`config.mk`:
```
export PLATFORM = sky130hd
export DESIGN_NAME = source_text_lexer
export DESIGN_NICKNAME = d
export VERILOG_FILES = /design/src/rtl/stl_pkg.sv /design/src/rtl/source_text_lexer.sv /design/src/rtl/stl_step.sv /design/src/rtl/stl_fifo.sv
export SDC_FILE = /design/constraint.sdc
export NUM_CORES = 1
export LEC_CHECK = 0
export BUFFER_PORTS_ARGS = -buffer_cell sky130_fd_sc_hd__buf_4
export CORE_MARGIN = 2
export CORE_UTILIZATION = 30
export DETAILED_ROUTE_END_ITERATION = 16
export PLACE_DENSITY = 0.58
export SLEW_MARGIN = 20
export SYNTH_ARGS = -nofsm -noshare
export SYNTH_HDL_FRONTEND = slang
export SYNTH_HIERARCHICAL = 1
export SYNTH_SLANG_ARGS = --single-unit
```
`constraint.sdc`:
```
create_clock -name aclk -period 3.7 [get_ports aclk]
set_clock_uncertainty 0.05 [all_clocks]
set_input_delay 0.37 -clock aclk [delete_from_list [all_inputs] [get_ports aclk]]
set_output_delay 0.37 -clock aclk [all_outputs]
set_load 0.01 [all_outputs]
```
`src/rtl/stl_pkg.sv`:
```
// Shared types and codes for the source text lexer.
package stl_pkg;

    localparam logic [3:0] M_IDLE         = 4'd0;
    localparam logic [3:0] M_WORD         = 4'd1;
    localparam logic [3:0] M_SPACE        = 4'd2;
    localparam logic [3:0] M_STR_OPEN     = 4'd3;
    localparam logic [3:0] M_STR_BODY     = 4'd4;
    localparam logic [3:0] M_SLASH        = 4'd5;
    localparam logic [3:0] M_LINE         = 4'd6;
    localparam logic [3:0] M_BLOCK        = 4'd7;
    localparam logic [3:0] M_BLOCK_DOLLAR = 4'd8;
    localparam logic [3:0] M_HELD         = 4'd9;
    localparam logic [3:0] M_DEC          = 4'd10;
    localparam logic [3:0] M_HEX          = 4'd11;
    localparam logic [3:0] M_BIN          = 4'd12;

    localparam logic [3:0] K_WORD  = 4'd0;
    localparam logic [3:0] K_SPACE = 4'd1;
    localparam logic [3:0] K_QUOTE = 4'd2;
    localparam logic [3:0] K_BODY  = 4'd3;
    localparam logic [3:0] K_BREAK = 4'd4;
    localparam logic [3:0] K_DELIM = 4'd5;
    localparam logic [3:0] K_DEC   = 4'd6;
    localparam logic [3:0] K_HEX   = 4'd7;
    localparam logic [3:0] K_BIN   = 4'd8;
    localparam logic [3:0] K_OTHER = 4'd9;

    localparam logic [7:0] CH_SLASH  = 8'h2F;
    localparam logic [7:0] CH_DOLLAR = 8'h24;
    localparam logic [7:0] CH_SPACE  = 8'h20;
    localparam logic [7:0] CH_QUOTE  = 8'h22;
    localparam logic [7:0] CH_LF     = 8'h0A;
    localparam logic [7:0] CH_X      = 8'h78;
    localparam logic [7:0] CH_B      = 8'h62;
    localparam logic [7:0] CH_ZERO   = 8'h30;
    localparam logic [7:0] CH_ONE    = 8'h31;

    typedef struct packed {
        logic [7:0] data;
        logic [3:0] kind;
        logic       start;
        logic       last;
    } res_t;

    typedef struct packed {
        logic [1:0] count;
        res_t       r0;
        res_t       r1;
        logic [3:0] mode;
        logic [7:0] held;
    } step_t;

endpackage

```
`src/rtl/source_text_lexer.sv`:
```
// Top level of the streaming source text lexer.
// One text byte is taken per cycle on the slave side; s_tlast marks the end of
// the text. Each byte yields zero, one or two result words, which wait in a
// four-entry queue; the input is taken whenever the queue has room for two more.
// Sustained rate is one byte per cycle while each byte yields at most one word
// and the output is ready, and the single output port, one word per cycle, sets
// the rate when a byte after a held digit yields two.
module source_text_lexer
    import stl_pkg::*;
(
    input  logic       aclk,
    input  logic       aresetn,
    input  logic       s_tvalid,
    output logic       s_tready,
    input  logic [7:0] s_tdata,   // [7:0] text_byte
    input  logic       s_tlast,   // end_of_text
    output logic       m_tvalid,
    input  logic       m_tready,
    output logic [7:0] m_tdata,   // [7:0] out_byte
    output logic [7:0] m_tuser,   // [3:0] token_kind, [4] token_start, [7:5] zero
    output logic       m_tlast    // last_of_item
);

    logic [3:0] mode_reg;
    logic [7:0] held_reg;
    step_t      step;
    logic       accept;
    res_t       head;

    assign accept = s_tvalid && s_tready;

    stl_step u_step (
        .mode        (mode_reg),
        .held        (held_reg),
        .text_byte   (s_tdata),
        .end_of_text (s_tlast),
        .step        (step)
    );

    stl_fifo u_fifo (
        .aclk      (aclk),
        .aresetn   (aresetn),
        .push      (accept),
        .step      (step),
        .space     (s_tready),
        .out_valid (m_tvalid),
        .out_ready (m_tready),
        .out_res   (head)
    );

    always_ff @(posedge aclk) begin
        if (!aresetn) begin
            mode_reg <= M_IDLE;
            held_reg <= '0;
        end else if (accept) begin
            mode_reg <= step.mode;
            held_reg <= step.held;
        end
    end

    assign m_tdata = head.data;
    assign m_tuser = {3'b000, head.start, head.kind};
    assign m_tlast = head.last;

    a_end_idle: assert property (@(posedge aclk) disable iff (!aresetn)
        accept && s_tlast |=> mode_reg == M_IDLE)
        else $error("end of text did not return to idle");

    a_held_flush: assert property (@(posedge aclk) disable iff (!aresetn)
        accept && mode_reg == M_HELD |-> step.count != 2'd0)
        else $error("held digit not released");

    a_comment_open: assert property (@(posedge aclk) disable iff (!aresetn)
        accept && !s_tlast && mode_reg == M_SLASH && s_tdata == CH_SLASH
        |-> step.count == 2'd0 ##1 mode_reg == M_LINE)
        else $error("line comment not entered");

endmodule

```
`src/rtl/stl_step.sv`:
```
// Next-mode and result logic for one input word of the lexer.
module stl_step
    import stl_pkg::*;
(
    input  logic [3:0] mode,
    input  logic [7:0] held,
    input  logic [7:0] text_byte,
    input  logic       end_of_text,
    output step_t      step
);

    typedef struct packed {
        logic       valid;
        res_t       r;
        logic [3:0] mode;
        logic       hold;
    } fresh_t;

    function automatic logic is_digit(input logic [7:0] c);
        is_digit = c inside {[8'h30:8'h39]};
    endfunction

    function automatic fresh_t lex_fresh(input logic [7:0] c);
        fresh_t f;
        f         = '0;
        f.r.data  = c;
        f.r.start = 1'b1;
        f.mode    = M_IDLE;
        f.valid   = 1'b1;
        if (c == CH_SLASH) begin
            f.valid = 1'b0;
            f.mode  = M_SLASH;
        end else if (c inside {[8'h41:8'h5A], [8'h61:8'h7A]}) begin
            f.r.kind = K_WORD;
            f.mode   = M_WORD;
        end else if (c == CH_SPACE) begin
            f.r.kind = K_SPACE;
            f.mode   = M_SPACE;
        end else if (c == CH_QUOTE) begin
            f.r.kind = K_QUOTE;
            f.mode   = M_STR_OPEN;
        end else if (c == CH_LF) begin
            f.r.kind = K_BREAK;
        end else if (c inside {[8'h27:8'h2E], 8'h3A, 8'h3B}) begin
            f.r.kind = K_DELIM;
        end else if (is_digit(c)) begin
            f.valid = 1'b0;
            f.hold  = 1'b1;
            f.mode  = M_HELD;
        end else begin
            f.r.kind = K_OTHER;
        end
        return f;
    endfunction

    fresh_t fr;
    res_t   cur;
    res_t   hd;

    always_comb begin
        fr        = lex_fresh(text_byte);
        cur       = '0;
        cur.data  = text_byte;
        hd        = '0;
        hd.data   = held;
        hd.start  = 1'b1;
        step      = '0;
        step.mode = mode;
        step.held = held;
        if (end_of_text) begin
            if (mode == M_HELD) begin
                hd.kind    = K_DEC;
                step.r0    = hd;
                step.count = 2'd1;
            end
            step.mode = M_IDLE;
        end else begin
            case (mode)
                M_WORD, M_SPACE, M_DEC, M_HEX, M_BIN: begin
                    if ((mode == M_WORD && text_byte inside {[8'h41:8'h5A], [8'h61:8'h7A]})
                        || (mode == M_SPACE && text_byte == CH_SPACE)
                        || (mode == M_DEC && is_digit(text_byte))
                        || (mode == M_HEX && text_byte inside
                            {[8'h30:8'h39], [8'h41:8'h46], [8'h61:8'h66]})
                        || (mode == M_BIN && (text_byte == CH_ZERO || text_byte == CH_ONE)))
                    begin
                        case (mode)
                            M_WORD:  cur.kind = K_WORD;
                            M_SPACE: cur.kind = K_SPACE;
                            M_DEC:   cur.kind = K_DEC;
                            M_HEX:   cur.kind = K_HEX;
                            default: cur.kind = K_BIN;
                        endcase
                        step.r0    = cur;
                        step.count = 2'd1;
                    end else begin
                        step.r0    = fr.r;
                        step.count = {1'b0, fr.valid};
                        step.mode  = fr.mode;
                        if (fr.hold) begin
                            step.held = text_byte;
                        end
                    end
                end
                M_STR_OPEN, M_STR_BODY: begin
                    if (text_byte == CH_QUOTE) begin
                        cur.kind  = K_QUOTE;
                        cur.start = 1'b1;
                        step.mode = M_IDLE;
                    end else begin
                        cur.kind  = K_BODY;
                        cur.start = (mode == M_STR_OPEN);
                        step.mode = M_STR_BODY;
                    end
                    step.r0    = cur;
                    step.count = 2'd1;
                end
                M_SLASH: begin
                    if (text_byte == CH_SLASH) begin
                        step.mode = M_LINE;
                    end else if (text_byte == CH_DOLLAR) begin
                        step.mode = M_BLOCK;
                    end else begin
                        step.r0    = fr.r;
                        step.count = {1'b0, fr.valid};
                        step.mode  = fr.mode;
                        if (fr.hold) begin
                            step.held = text_byte;
                        end
                    end
                end
                M_LINE: begin
                    if (text_byte == CH_LF) begin
                        cur.kind   = K_BREAK;
                        cur.start  = 1'b1;
                        step.r0    = cur;
                        step.count = 2'd1;
                        step.mode  = M_IDLE;
                    end
                end
                M_BLOCK: begin
                    if (text_byte == CH_DOLLAR) begin
                        step.mode = M_BLOCK_DOLLAR;
                    end
                end
                M_BLOCK_DOLLAR: begin
                    if (text_byte == CH_SLASH) begin
                        step.mode = M_IDLE;
                    end else if (text_byte != CH_DOLLAR) begin
                        step.mode = M_BLOCK;
                    end
                end
                M_HELD: begin
                    if (text_byte == CH_X) begin
                        hd.kind    = K_HEX;
                        cur.kind   = K_HEX;
                        step.r0    = hd;
                        step.r1    = cur;
                        step.count = 2'd2;
                        step.mode  = M_HEX;
                    end else if (text_byte == CH_B) begin
                        hd.kind    = K_BIN;
                        cur.kind   = K_BIN;
                        step.r0    = hd;
                        step.r1    = cur;
                        step.count = 2'd2;
                        step.mode  = M_BIN;
                    end else if (is_digit(text_byte)) begin
                        hd.kind    = K_DEC;
                        cur.kind   = K_DEC;
                        step.r0    = hd;
                        step.r1    = cur;
                        step.count = 2'd2;
                        step.mode  = M_DEC;
                    end else begin
                        hd.kind    = K_DEC;
                        step.r0    = hd;
                        step.r1    = fr.r;
                        step.count = fr.valid ? 2'd2 : 2'd1;
                        step.mode  = fr.mode;
                        if (fr.hold) begin
                            step.held = text_byte;
                        end
                    end
                end
                default: begin
                    step.r0    = fr.r;
                    step.count = {1'b0, fr.valid};
                    step.mode  = fr.mode;
                    if (fr.hold) begin
                        step.held = text_byte;
                    end
                end
            endcase
        end
        // flag the final result of this word
        if (step.count == 2'd2) begin
            step.r1.last = 1'b1;
        end else if (step.count == 2'd1) begin
            step.r0.last = 1'b1;
        end
    end

endmodule

```
`src/rtl/stl_fifo.sv`:
```
// Four-entry result queue taking up to two words per cycle and giving one while the reader is ready.
module stl_fifo
    import stl_pkg::*;
(
    input  logic  aclk,
    input  logic  aresetn,
    input  logic  push,
    input  step_t step,
    output logic  space,
    output logic  out_valid,
    input  logic  out_ready,
    output res_t  out_res
);

    res_t       mem_reg [4];
    logic [1:0] wr_ptr_reg;
    logic [1:0] rd_ptr_reg;
    logic [2:0] level_reg;
    logic [1:0] n_push;
    logic       pop;

    assign n_push    = push ? step.count : 2'd0;
    assign out_valid = (level_reg != 3'd0);
    assign pop       = out_valid && out_ready;
    assign out_res   = mem_reg[rd_ptr_reg];
    assign space     = (level_reg <= 3'd2);

    always_ff @(posedge aclk) begin
        if (!aresetn) begin
            wr_ptr_reg <= '0;
            rd_ptr_reg <= '0;
            level_reg  <= '0;
        end else begin
            wr_ptr_reg <= wr_ptr_reg + n_push;
            rd_ptr_reg <= rd_ptr_reg + {1'b0, pop};
            level_reg  <= level_reg + {1'b0, n_push} - {2'b00, pop};
        end
    end

    always_ff @(posedge aclk) begin
        if (n_push != 2'd0) begin
            mem_reg[wr_ptr_reg] <= step.r0;
        end
        if (n_push == 2'd2) begin
            mem_reg[wr_ptr_reg + 2'd1] <= step.r1;
        end
    end

    a_level_bound: assert property (@(posedge aclk) disable iff (!aresetn)
        level_reg <= 3'd4)
        else $error("result queue overfilled");

endmodule
```
==> summary.md, run 1 <==
| Metric | Value |
|---|---|
| Vias per cell | 5.41 |
| DP HPWL | 10.4 mm |
| Fin crit period | 3.42 ns |
| Drt total wl | between 10 and 15 mm |
| Post-CTS setup buffer count | 0 |
| Fin. max-slew vios | 0 |
| Power per cell area | 425 mW/mm² |
| Critical path startpoint category | flop |
| Post-DP Area | 0.00566 mm² |
| Core Region | 0.0165 mm² |
| Core Rows | 47 |
| Top-count cell post-synth | edfxtp_1 |
| Max-Slew Margin vs Limit | 0.417 |
| Initial Util | 0.307 |
| Clock group share of total power | 0.344 |
| Worst reg-to-reg path cell count | 16 |
| Root Driver | clkbuf_16 |
| Asr flop ratio synth | 0 |
| Clock Path Buffers | 2 |
| DIE HEIGHT | 134 µm |
| Crit share post-route | 0.924 |
| Synthesis-to-finish area growth | 17.4% |
| Hold depth | 3 |
| Fin. Hold Viols | 0 |
| Pint | about 1800 µW |
| Mapped Area | 0.00507 mm² |
| DR WL/cell | 19.5 µm |
| Worst Path Max Fanout | 7 |
| Synth warn | 6 |
| DR DRC count | 0 |
| Fin util | 0.360 |
| Final WS setup | between 0.2 and 0.3 ns |
| Gr usage total | 0.166 |
| Total gr overflow | 0 |
| Sw Ratio | 0.282 |
| Avg Inst Size Synth | approximately 11 µm² |
| P_sw | roughly 710 µW |
| Worst Hold Class | input port to flop |
| RSZ-0062 raised after global routing | false |
| Largest net degree at the start of global routing | 32 |
| Net count, final | 523 |
| Post-synth EDFFs | 56 |
| RD Place Congestion | 0.931 |
| TritonRoute pass-1 iters | 6 |
| Register area share after synthesis | 0.407 |
| Most used DFF post-synth | edfxtp_1 |
| Arrival @ worst endpoint | 3.61 ns |
| Starting DRC count in detailed routing | slightly below 500 |
| WHS | 0.355 ns |
| Post-Syn Instances | 471 |
| Reg2reg setup slack | between 0.2 and 0.3 ns |
| Post-route antenna net violation count | 0 |
| # port buffers | 28 |
| Hold buffer count at CTS | 0 |
| Flop pwr share | 0.396 |
| Kind of critical path | flop to flop |
| Final instance area | 0.00595 mm² |
| Die Width | 134 µm |
| Max-cap check violation count | 0 |
| Die area | between 0.015 and 0.02 mm² |
| Ant. Diodes | 0 |
| Max reg flops | 56 |
| Clock sink count | 75 |
| Setup WS pre-CTS | ~0.025 ns |
| Fmax | roughly 300 MHz |
| Worst vdd ir | around 0.00023 V |
| Total CTS buffers | 9 |
| Top cells by area, synth | edfxtp_1 33%, mux2_2 10%, dfxtp_1 7.5%, mux4_2 6.2%, nand2_1 3.1% |
| Resized Gates After CTS | 0 |
| Final setup viols | 0 |
| Initial antenna violation count | 0 |
| Top cell type's share of synthesized area | 0.332 |
| Share of layout cells above drive strength 1 | 0.321 |
| Status | finished clean |
| Synth top cells by count | 56 x edfxtp_1, 47 x mux2_2, 42 x nand2_1 |
| Via count | 3,958 |
| Setup crit end kind | flop |
| Cell taking the most area after synthesis | edfxtp_1 |
| CTS tree | yes |
| Clock-pin slew on the worst setup and hold paths | 0.06 ns |
| Number of global-route vias before repair | 3,943 |
| CTS H-tree lvls | 3 |
| I/O Pins | 32 |
| Worst-margin pin slew | between 0.8 and 0.9 ns |
| Unique masters post-synth | 69 |
| CP required | just under 4 ns |
| #FFs+latches synth | 75 |
| Setup TNS | 0 ns |
| Clock latency on the worst-skew pair | 0.35 ns |
| P_leak | 0.00218 µW |
| First-pass GRT wire length | 22.5 mm |
| Combinational power share | 0.260 |
[power groups by stage]
stage | combinational, µW | clock (µW) | sequential, µW
3_5_place_dp | 670 | 0 | 1020
5_1_grt | 722 | 925 | 1010
6_report | 657 | 870 | 1000
4_1_cts | 673 | 892 | 1000
3_3_place_gp | 666 | 0 | 1020
2_1_floorplan | 454 | 0 | 992
[worst max-delay path, stage by stage, from the launching register on]
cell and delay, ns:
dfxtp_1 0.37, buf_4 0.19, nor2_1 0.17, nand2_1 0.13, or3_1 0.49, nand3_4 0.12, nor2_1 0.06, o21ai_0 0.16
a2bb2oi_1 0.25, nand2_1 0.11, nand3_1 0.14, nand2_1 0.07, ha_1 0.19, fa_1 0.37, xnor2_1 0.20, xnor2_1 0.08
and2_1 0.15
[routing by layer]
metal	wire [µm]	vias up	track usage
li1	-	1873	-
met1	6470	1921	0.220
met2	6860	140	0.276
met3	705	24	0.0310
met4	200	0	0.0515
met5	0	-	0
[placed cells by master, fill, tap and decap left out, types with 3 or more instances in the layout]
cell	count
inv_1	6
nand2_1	42
o211ai_1	5
mux4_2	14
and2_1	13
edfxtp_1	56
nor3_1	9
nor2b_1	5
a22o_1	6
clkbuf_16	9
buf_4	57
a21oi_1	21
a211oi_1	3
nand2b_1	11
and3_1	14
buf_12	4
dfxtp_1	19
xnor2_1	6
o21ai_0	13
conb_1	3
o21ai_1	4
o22ai_1	3
a31oi_1	3
a2bb2oi_1	4
mux2_2	47
or3_1	5
o21a_1	4
ha_1	3
nand4_1	16
mux2_4	10
o21ai_2	9
nor4_1	5
nand3_1	7
nand4b_1	4
nor2_1	23
mux2_1	4
[logic make-up after synthesis]
logic type / share of synthesized area
AOI/OAI and AO/OA: 0.135
other: 0.000739
muxes: 0.205
and+or+nand+nor: 0.185
buffers and inverters: 0.0444
xor gates and xnor gates: 0.0121
adders and majority gates: 0.0114
DFF: 0.407
[path summary, 6_finish.rpt]
check | start | to
setup / recovery | mode_reg[2] | u_fifo/level_reg[2]
setup reg to reg | mode_reg[2] | u_fifo/level_reg[2]
hold / removal | s_tvalid | held_reg[6]
hold reg to reg | held_reg[1] | held_reg[1]
[cell type report]
cell class	count	area [µm²]
Clock buffer	10	229
Sequential cell	75	2060
Tap cell	220	275
Clock inverter	6	63.8
Inverter	6	22.5
Timing Repair Buffer	61	508
Multi-Input combinational cell	353	2790
Fill cell	1633	10600
[per-stage QoR]
step | std cells | power [µW]
after detailed placement | 715 | 1690
after global routing | 731 | 2650
after CTS | 731 | 2570
after global placement | 715 | 1680
final | 731 | 2530
after floorplan | 473 | 1450
(Power assumes the default switching activity.)
==> run 2, diff against run 1 <==
--- a/config.mk
+++ b/config.mk
@@ -5,7 +5,7 @@
 export SDC_FILE = /design/constraint.sdc
 export NUM_CORES = 1
 export LEC_CHECK = 0
-export BUFFER_PORTS_ARGS = -buffer_cell sky130_fd_sc_hd__buf_4
+export BUFFER_PORTS_ARGS = -buffer_cell sky130_fd_sc_hd__clkbuf_2
 export CORE_MARGIN = 2
 export CORE_UTILIZATION = 30
 export DETAILED_ROUTE_END_ITERATION = 16
==> run 2 against run 1 <==
  * Flip-flop and latch count unchanged
  * Maximum frequency up 1.2%
  * Critical path depth down 3
  * Die area unchanged
  * Hold slack better by 0.070 ns
  * Count of clock-buffer cells in the layout down 1
  * Combinational power down 5.8%
==> summary.md, run 2 (same netlist as run 1, synthesis figures left out) <==
| Metric | Value |
|---|---|
| Status | finished clean |
| Post-CTS setup buffer count | 0 (unchanged) |
| Combinational power share | 0.235 (-0.025) |
| Post-DP Area | 0.00564 mm² (-0.40%) |
| I/O Pins | 32 (unchanged) |
| Crit path largest cell delay | 0.55 ns (+0.06 ns) |
| Commonest non-fill, non-tap cells in the layout | 56 x edfxtp_1, 47 x mux2_2, 42 x nand2_1, 38 x buf_4, 28 x clkbuf_2 |
| Die area | 0.0180 mm² (unchanged) |
| DR DRC count | 0 (unchanged) |
| Clock Path Buffers | 2 (unchanged) |
| Worst-margin pin slew | 0.817 ns (-0.0565 ns) |
| Met1 track demand over resource | 0.218 (-0.00179) |
| P_leak | 0.00222 µW (+2.0%) |
| Gr usage total | 0.163 (-0.00283) |
| Clock sink count | 75 (unchanged) |
| Worst Hold Class | flop to flop |
| Number of global-route vias before repair | 4,041 (+2.5%) |
| Ant. Diodes | 0 (unchanged) |
| Setup TNS | 0 ns (unchanged) |
| DIE HEIGHT | 134 µm (unchanged) |
| CP Cell Sequence | buf_4 > nor4b_1 > nand4_1 > and3_1 > nand3_4 > nor2_1 > o21ai_0 > a2bb2oi_1 > buf_4 > nand3b_1 > or3_1 > buf_4 > mux2_4 |
| Met2 usage | 0.275 (-0.000855) |
| Max reg flops | 56 (unchanged) |
| Via count | 3,984 (+0.66%) |
| Clock latency on the worst-skew pair | 0.34 ns (about the same) |
| CTS H-tree lvls | 3 (unchanged) |
| Fin crit period | 3.38 ns (-0.0414 ns) |
| Drt total wl | 14.1 mm (-0.57%) |
| Pint | 1920 µW (+5.8%) |
| Total Power | 2630 µW (+4.2%) |
| Kind of critical path | flop to flop |
| Synthesis-to-finish area growth | 18.1% |
| Power per cell area | 440 mW/mm² (+3.6%) |
| Resized Gates After CTS | 0 (unchanged) |
| Setup crit end kind | flop |
| TritonRoute pass-1 iters | 5 (-1) |
| Fin. max-slew vios | 0 (unchanged) |
| Initial Util | 0.307 (unchanged) |
| Post-route antenna net violation count | 0 (unchanged) |
| Share of layout cells above drive strength 1 | 0.337 (+0.0162) |
| P_sw | 716 µW (+0.39%) |
| DP HPWL | 10.3 mm (-1.4%) |
| Final setup viols | 0 (unchanged) |
| RSZ-0062 raised after global routing | false |
| Busiest grt layer | met2 |
| Clock group share of total power | 0.386 (+0.042) |
| Clock-pin slew on the worst setup and hold paths | 0.06 ns (about the same) |
| Initial antenna violation count | 0 (unchanged) |
| Commonest non-fill, non-tap cell in the layout | edfxtp_1 |
| DR WL/cell | 19.1 µm (-1.6%) |
| Die Width | 134 µm (unchanged) |
| Fmax | 296 MHz (+1.2%) |
| Fin. Hold Viols | 0 (unchanged) |
| Flop pwr share | 0.379 (-0.017) |
| Worst Path Max Fanout | 14 (+7) |
| Critical path startpoint category | flop |
| Core Region | 0.0165 mm² (unchanged) |
| Worst vdd ir | 0.000209 V (-10%) |
| Arrival @ worst endpoint | 3.41 ns (-0.20 ns) |
| Hold buffer count at CTS | 0 (unchanged) |
| Total gr overflow | 0 (unchanged) |
| CP required | 3.74 ns (-0.15 ns) |
| Largest net degree at the start of global routing | 32 (unchanged) |
| RD Place Congestion | 0.973 (+4.6%) |
| Crit share post-route | 0.913 (-0.0112) |
| First-pass GRT wire length | 22.6 mm (+0.43%) |
| Max-cap check violation count | 0 (unchanged) |
| GR Util met3 | 0.0351 (+0.00416) |
| Core Rows | 47 (unchanged) |
| Final instance area | 0.00599 mm² (+0.59%) |
| Worst path slowest cell | dfxtp_1 |
| Vias per cell | 5.39 (-0.43%) |
| Starting DRC count in detailed routing | 383 (-22%) |
| Total CTS buffers | 9 (unchanged) |
| Net count, final | 531 (+1.5%) |
| Most common cell type on the critical path | buf_4 |
| # port buffers | 28 (unchanged) |
| CTS tree | yes |
| Root Driver | clkbuf_16 |
| Max-Slew Margin vs Limit | 0.454 (+0.0377) |
| Sw Ratio | 0.272 (-0.0104) |
[run 2: cell count changes in the layout (fill, tap and decap cells not counted)]
cell        change
clkinv_1        -1
clkinvlp_4      -1
clkbuf_2       +28
buf_12          -1
dfxtp_2         +1
buf_4          -19
bufinv_16       +2
dfxtp_1         -1
inv_8           +1
clkbuf_1        -1
[run 2: worst paths after layout]
path	depth (start not counted)	startpoint	to	slack, ns
setup / recovery	13	mode_reg[2]	u_fifo/mem_reg[1][12]	0.32
hold reg to reg	2	held_reg[5]	held_reg[5]	0.42
setup reg to reg	13	mode_reg[2]	u_fifo/mem_reg[1][12]	0.32
hold / removal	2	held_reg[5]	held_reg[5]	0.42
[run 2: through the flow]
step | setup slack [ns] | hold WS, ns | util | instances
finish | 0.324 | 0.425 | 0.362 | 739
global route | 0.00675 | 0.438 | 0.362 | 739
CTS | 0.291 | 0.425 | 0.362 | 739
detailed placement | 0.113 | 0.417 | 0.341 | 723
global placement | 0.142 | 0.407 | 0.341 | 723
floorplan | 0.223 | 0.385 | - | 473
[run 2: power groups by stage]
stage,combinational (µW),sequential [µW],clock [µW]
5_1_grt,678,1010,1070
4_1_cts,631,1000,1040
3_5_place_dp,628,1020,0
6_report,619,999,1020
3_3_place_gp,630,1020,0
2_1_floorplan,454,992,0
[run 2: layer usage]
metal | vias up | wire, µm
met5 | - | 0
met4 | 0 | 104
met3 | 12 | 597
met2 | 121 | 6840
met1 | 1964 | 6610
li1 | 1887 | -
[run 2: worst max-delay path: cells and delay by family, from the launching register on]
family | cells | cell delay, ns
AO/OA/AOI/OAI | 2 | 0.34
buffers and inverters | 3 | 0.61
flip-flops | 1 | 0.55
multiplexers | 1 | 0.33
AND/OR/NAND/NOR | 7 | 1.23
[run 2: final cells by class]
| type | count | area [µm²] |
|---|---|---|
| Tap cell | 220 | 275 |
| Inverter | 6 | 22.5 |
| Fill cell | 1643 | 10500 |
| Sequential cell | 75 | 2060 |
| Multi-Input combinational cell | 353 | 2790 |
| Clock inverter | 7 | 124 |
| Clock buffer | 9 | 225 |
| Timing Repair Buffer | 69 | 485 |
==> run 3, diff against run 2 <==
--- a/config.mk
+++ b/config.mk
@@ -6,11 +6,12 @@
 export NUM_CORES = 1
 export LEC_CHECK = 0
 export BUFFER_PORTS_ARGS = -buffer_cell sky130_fd_sc_hd__clkbuf_2
+export CELL_PAD_IN_SITES_DETAIL_PLACEMENT = 0
+export CELL_PAD_IN_SITES_GLOBAL_PLACEMENT = 1
 export CORE_MARGIN = 2
 export CORE_UTILIZATION = 30
 export DETAILED_ROUTE_END_ITERATION = 16
-export PLACE_DENSITY = 0.58
-export SLEW_MARGIN = 20
+export PLACE_DENSITY = 0.67
 export SYNTH_ARGS = -nofsm -noshare
 export SYNTH_HDL_FRONTEND = slang
 export SYNTH_HIERARCHICAL = 1
==> constraint.sdc (replaced) <==
create_clock -name aclk -period 2.81 [get_ports aclk]
set_clock_uncertainty 0.05 [all_clocks]
set_input_delay 0.281 -clock aclk [delete_from_list [all_inputs] [get_ports aclk]]
set_output_delay 0.281 -clock aclk [all_outputs]
set_load 0.01 [all_outputs]
==> run 3 against run 2 <==
  * The run now ends with setup timing left
  * Maximum frequency up 16%
  * Via count up 7.1%
  * Core utilization up 4.6 points
  * Global-route usage up 1.3 points
  * First-iteration DRC count down 9.4%
  * Highest routed layer unchanged
==> summary.md, run 3 (same netlist as run 1, synthesis figures left out) <==
| Metric | Value |
|---|---|
| Status | finished, violations left |
| Violated checks | setup timing |
| DR DRC count | 0 (unchanged) |
| DP HPWL | 11.5 mm (+11%) |
| Share of layout cells above drive strength 1 | 0.457 (+0.120) |
| Root Driver | clkbuf_16 |
| Synthesis-to-finish area growth | 33.1% |
| Final WS setup | -0.107 ns (-0.431 ns) |
| RD Place Congestion | 0.960 (-1.3%) |
| Net count, final | 596 (+12%) |
| # port buffers | 28 (unchanged) |
| Total CTS buffers | 9 (unchanged) |
| Sw Ratio | 0.295 (+0.0226) |
| Final instance area | 0.00675 mm² (+13%) |
| Crit share post-route | 1.04 (+0.126) |
| Core Region | 0.0165 mm² (unchanged) |
| Worst Path Max Fanout | 7 (-7) |
| CTS tree | yes |
| Fin crit period | 2.92 ns (-0.459 ns) |
| Total gr overflow | 0 (unchanged) |
| Fin. max-slew vios | 0 (unchanged) |
| Vias per cell | 5.30 (-1.6%) |
| Initial Util | 0.307 (unchanged) |
| Number of global-route vias before repair | 4,393 (+8.7%) |
| Max reg flops | 56 (unchanged) |
| First-pass GRT wire length | 24.2 mm (+7.1%) |
| P_sw | 977 µW (+36%) |
| CP required | 2.85 ns (-0.89 ns) |
| Starting DRC count in detailed routing | 347 (-9.4%) |
| Via count | 4,265 (+7.1%) |
| Clock sink count | 75 (unchanged) |
| Die area | 0.0180 mm² (unchanged) |
| Ant. Diodes | 0 (unchanged) |
| Arrival @ worst endpoint | 2.95 ns (-0.46 ns) |
| Total Power | 3320 µW (+26%) |
| Worst Hold Class | input port to flop |
| P_leak | 0.00263 µW (+19%) |
| Fmax | 343 MHz (+16%) |
| Initial antenna violation count | 0 (unchanged) |
| Clock group share of total power | 0.317 (-0.069) |
| CTS H-tree lvls | 3 (unchanged) |
| Placed Cells | 780 (+7.9%) |
| Die Width | 134 µm (unchanged) |
| Drt total wl | 15.6 mm (+10%) |
| Worst-margin pin slew | 0.865 ns (+0.0479 ns) |
| Setup crit end kind | flop |
| WHS | 0.373 ns (-0.0518 ns) |
| Kind of critical path | flop to flop |
| Power per cell area | 491 mW/mm² (+12%) |
| Clock Path Buffers | 2 (unchanged) |
| Pint | 2340 µW (+22%) |
| RSZ-0062 raised after global routing | true |
| Clock-pin slew on the worst setup and hold paths | 0.06 ns (about the same) |
| Largest net degree at the start of global routing | 32 (unchanged) |
| Commonest non-fill, non-tap cell in the layout | buf_4 |
| Combinational power share | 0.286 (+0.051) |
| Critical path startpoint category | flop |
| Commonest non-fill, non-tap cells in the layout | 93 x buf_4, 56 x edfxtp_1, 40 x nand2_1, 38 x mux2_4, 28 x clkbuf_2 |
| TritonRoute pass-1 iters | 5 (unchanged) |
| Post-DP Area | 0.00618 mm² (+9.7%) |
| Gr usage total | 0.176 (+0.0126) |
| I/O Pins | 32 (unchanged) |
| Flop pwr share | 0.397 (+0.018) |
| Core Rows | 47 (unchanged) |
| DIE HEIGHT | 134 µm (unchanged) |
| Final setup viols | 58 (+58) |
| Clock latency on the worst-skew pair | 0.34 ns (about the same) |
| DR WL/cell | 19.4 µm (+1.3%) |
| Max-Slew Margin vs Limit | 0.422 (-0.0320) |
| Post-route antenna net violation count | 0 (unchanged) |
| Fin. Hold Viols | 0 (unchanged) |
| Max-cap check violation count | 0 (unchanged) |
| Final Instance Count excl. Fillers | 804 (+8.8%) |
| Worst vdd ir | 0.000449 V (+110%) |
==> run 3: changes by cell type in the layout (fill, tap and decap cells not counted), sizes merged <==
cell | before | now
bufinv | 3 | 0
clkinvlp | 0 | 1
buf | 41 | 104
clkbuf | 37 | 40
clkinv | 2 | 3
==> run 3: per-stage QoR <==
stage,util,setup TNS [ns],worst slack (ns)
after floorplan,-,-5.94,-0.282
after global placement,0.374,-23.51,-0.360
after detailed placement,0.374,-29.06,-0.389
after CTS,0.401,-3.69,-0.112
after global routing,0.409,-10.77,-0.229
final,0.409,-3.89,-0.107
==> run 3: repair_timing <==
item                                    4_1_cts  5_1_grt
setup buffers                                 5        1
gates cloned                                  1        1
endpoints found under the setup margin       86      108
resized for setup                            26       28
pin swaps                                     7        3
hold buffers                                  0        0
==> run 3: per-layer routing <==
| layer | GRT usage | share of wire |
|---|---|---|
| met5 | 0 | 0 |
| met4 | 0.0480 | 0.011 |
| met3 | 0.0401 | 0.046 |
| met2 | 0.303 | 0.51 |
| met1 | 0.221 | 0.44 |
==> run 3: worst max-delay path: stages (launching register included) <==
cell       delay [ns]
dfxtp_4          0.36
buf_12           0.13
and4b_1          0.19
nand4b_1         0.12
and3_4           0.21
nand3_4          0.09
nor2_4           0.11
o21ai_2          0.07
a2bb2oi_2        0.15
buf_4            0.16
nand3b_1         0.18
buf_6            0.16
nor2_4           0.18
clkbuf_16        0.20
mux2_4           0.30
==> run 3: final cells by class <==
class	instances	area, µm²
Sequential cell	75	2070
Clock buffer	10	229
Timing Repair Buffer	134	1080
Tap cell	220	275
Multi-Input combinational cell	353	3030
Fill cell	1608	9770
Inverter	6	22.5
Clock inverter	6	40.0
==> run 3: final timing paths <==
kind,start,end,slack [ns],depth (start not counted)
max,mode_reg[3],u_fifo/mem_reg[0][9],-0.11,14
max reg2reg,mode_reg[3],u_fifo/mem_reg[0][9],-0.11,14
min reg2reg,held_reg[1],held_reg[1],0.42,2
min,m_tready,u_fifo/rd_ptr_reg[0],0.37,4
==> run 3: power groups by stage <==
stage               sequential (µW)  combinational, µW  clock, µW
floorplan                      1310                622          0
global placement               1340                911          0
detailed placement             1340                920          0
CTS                            1320                938       1080
global route                   1330               1030       1130
finish                         1320                950       1050
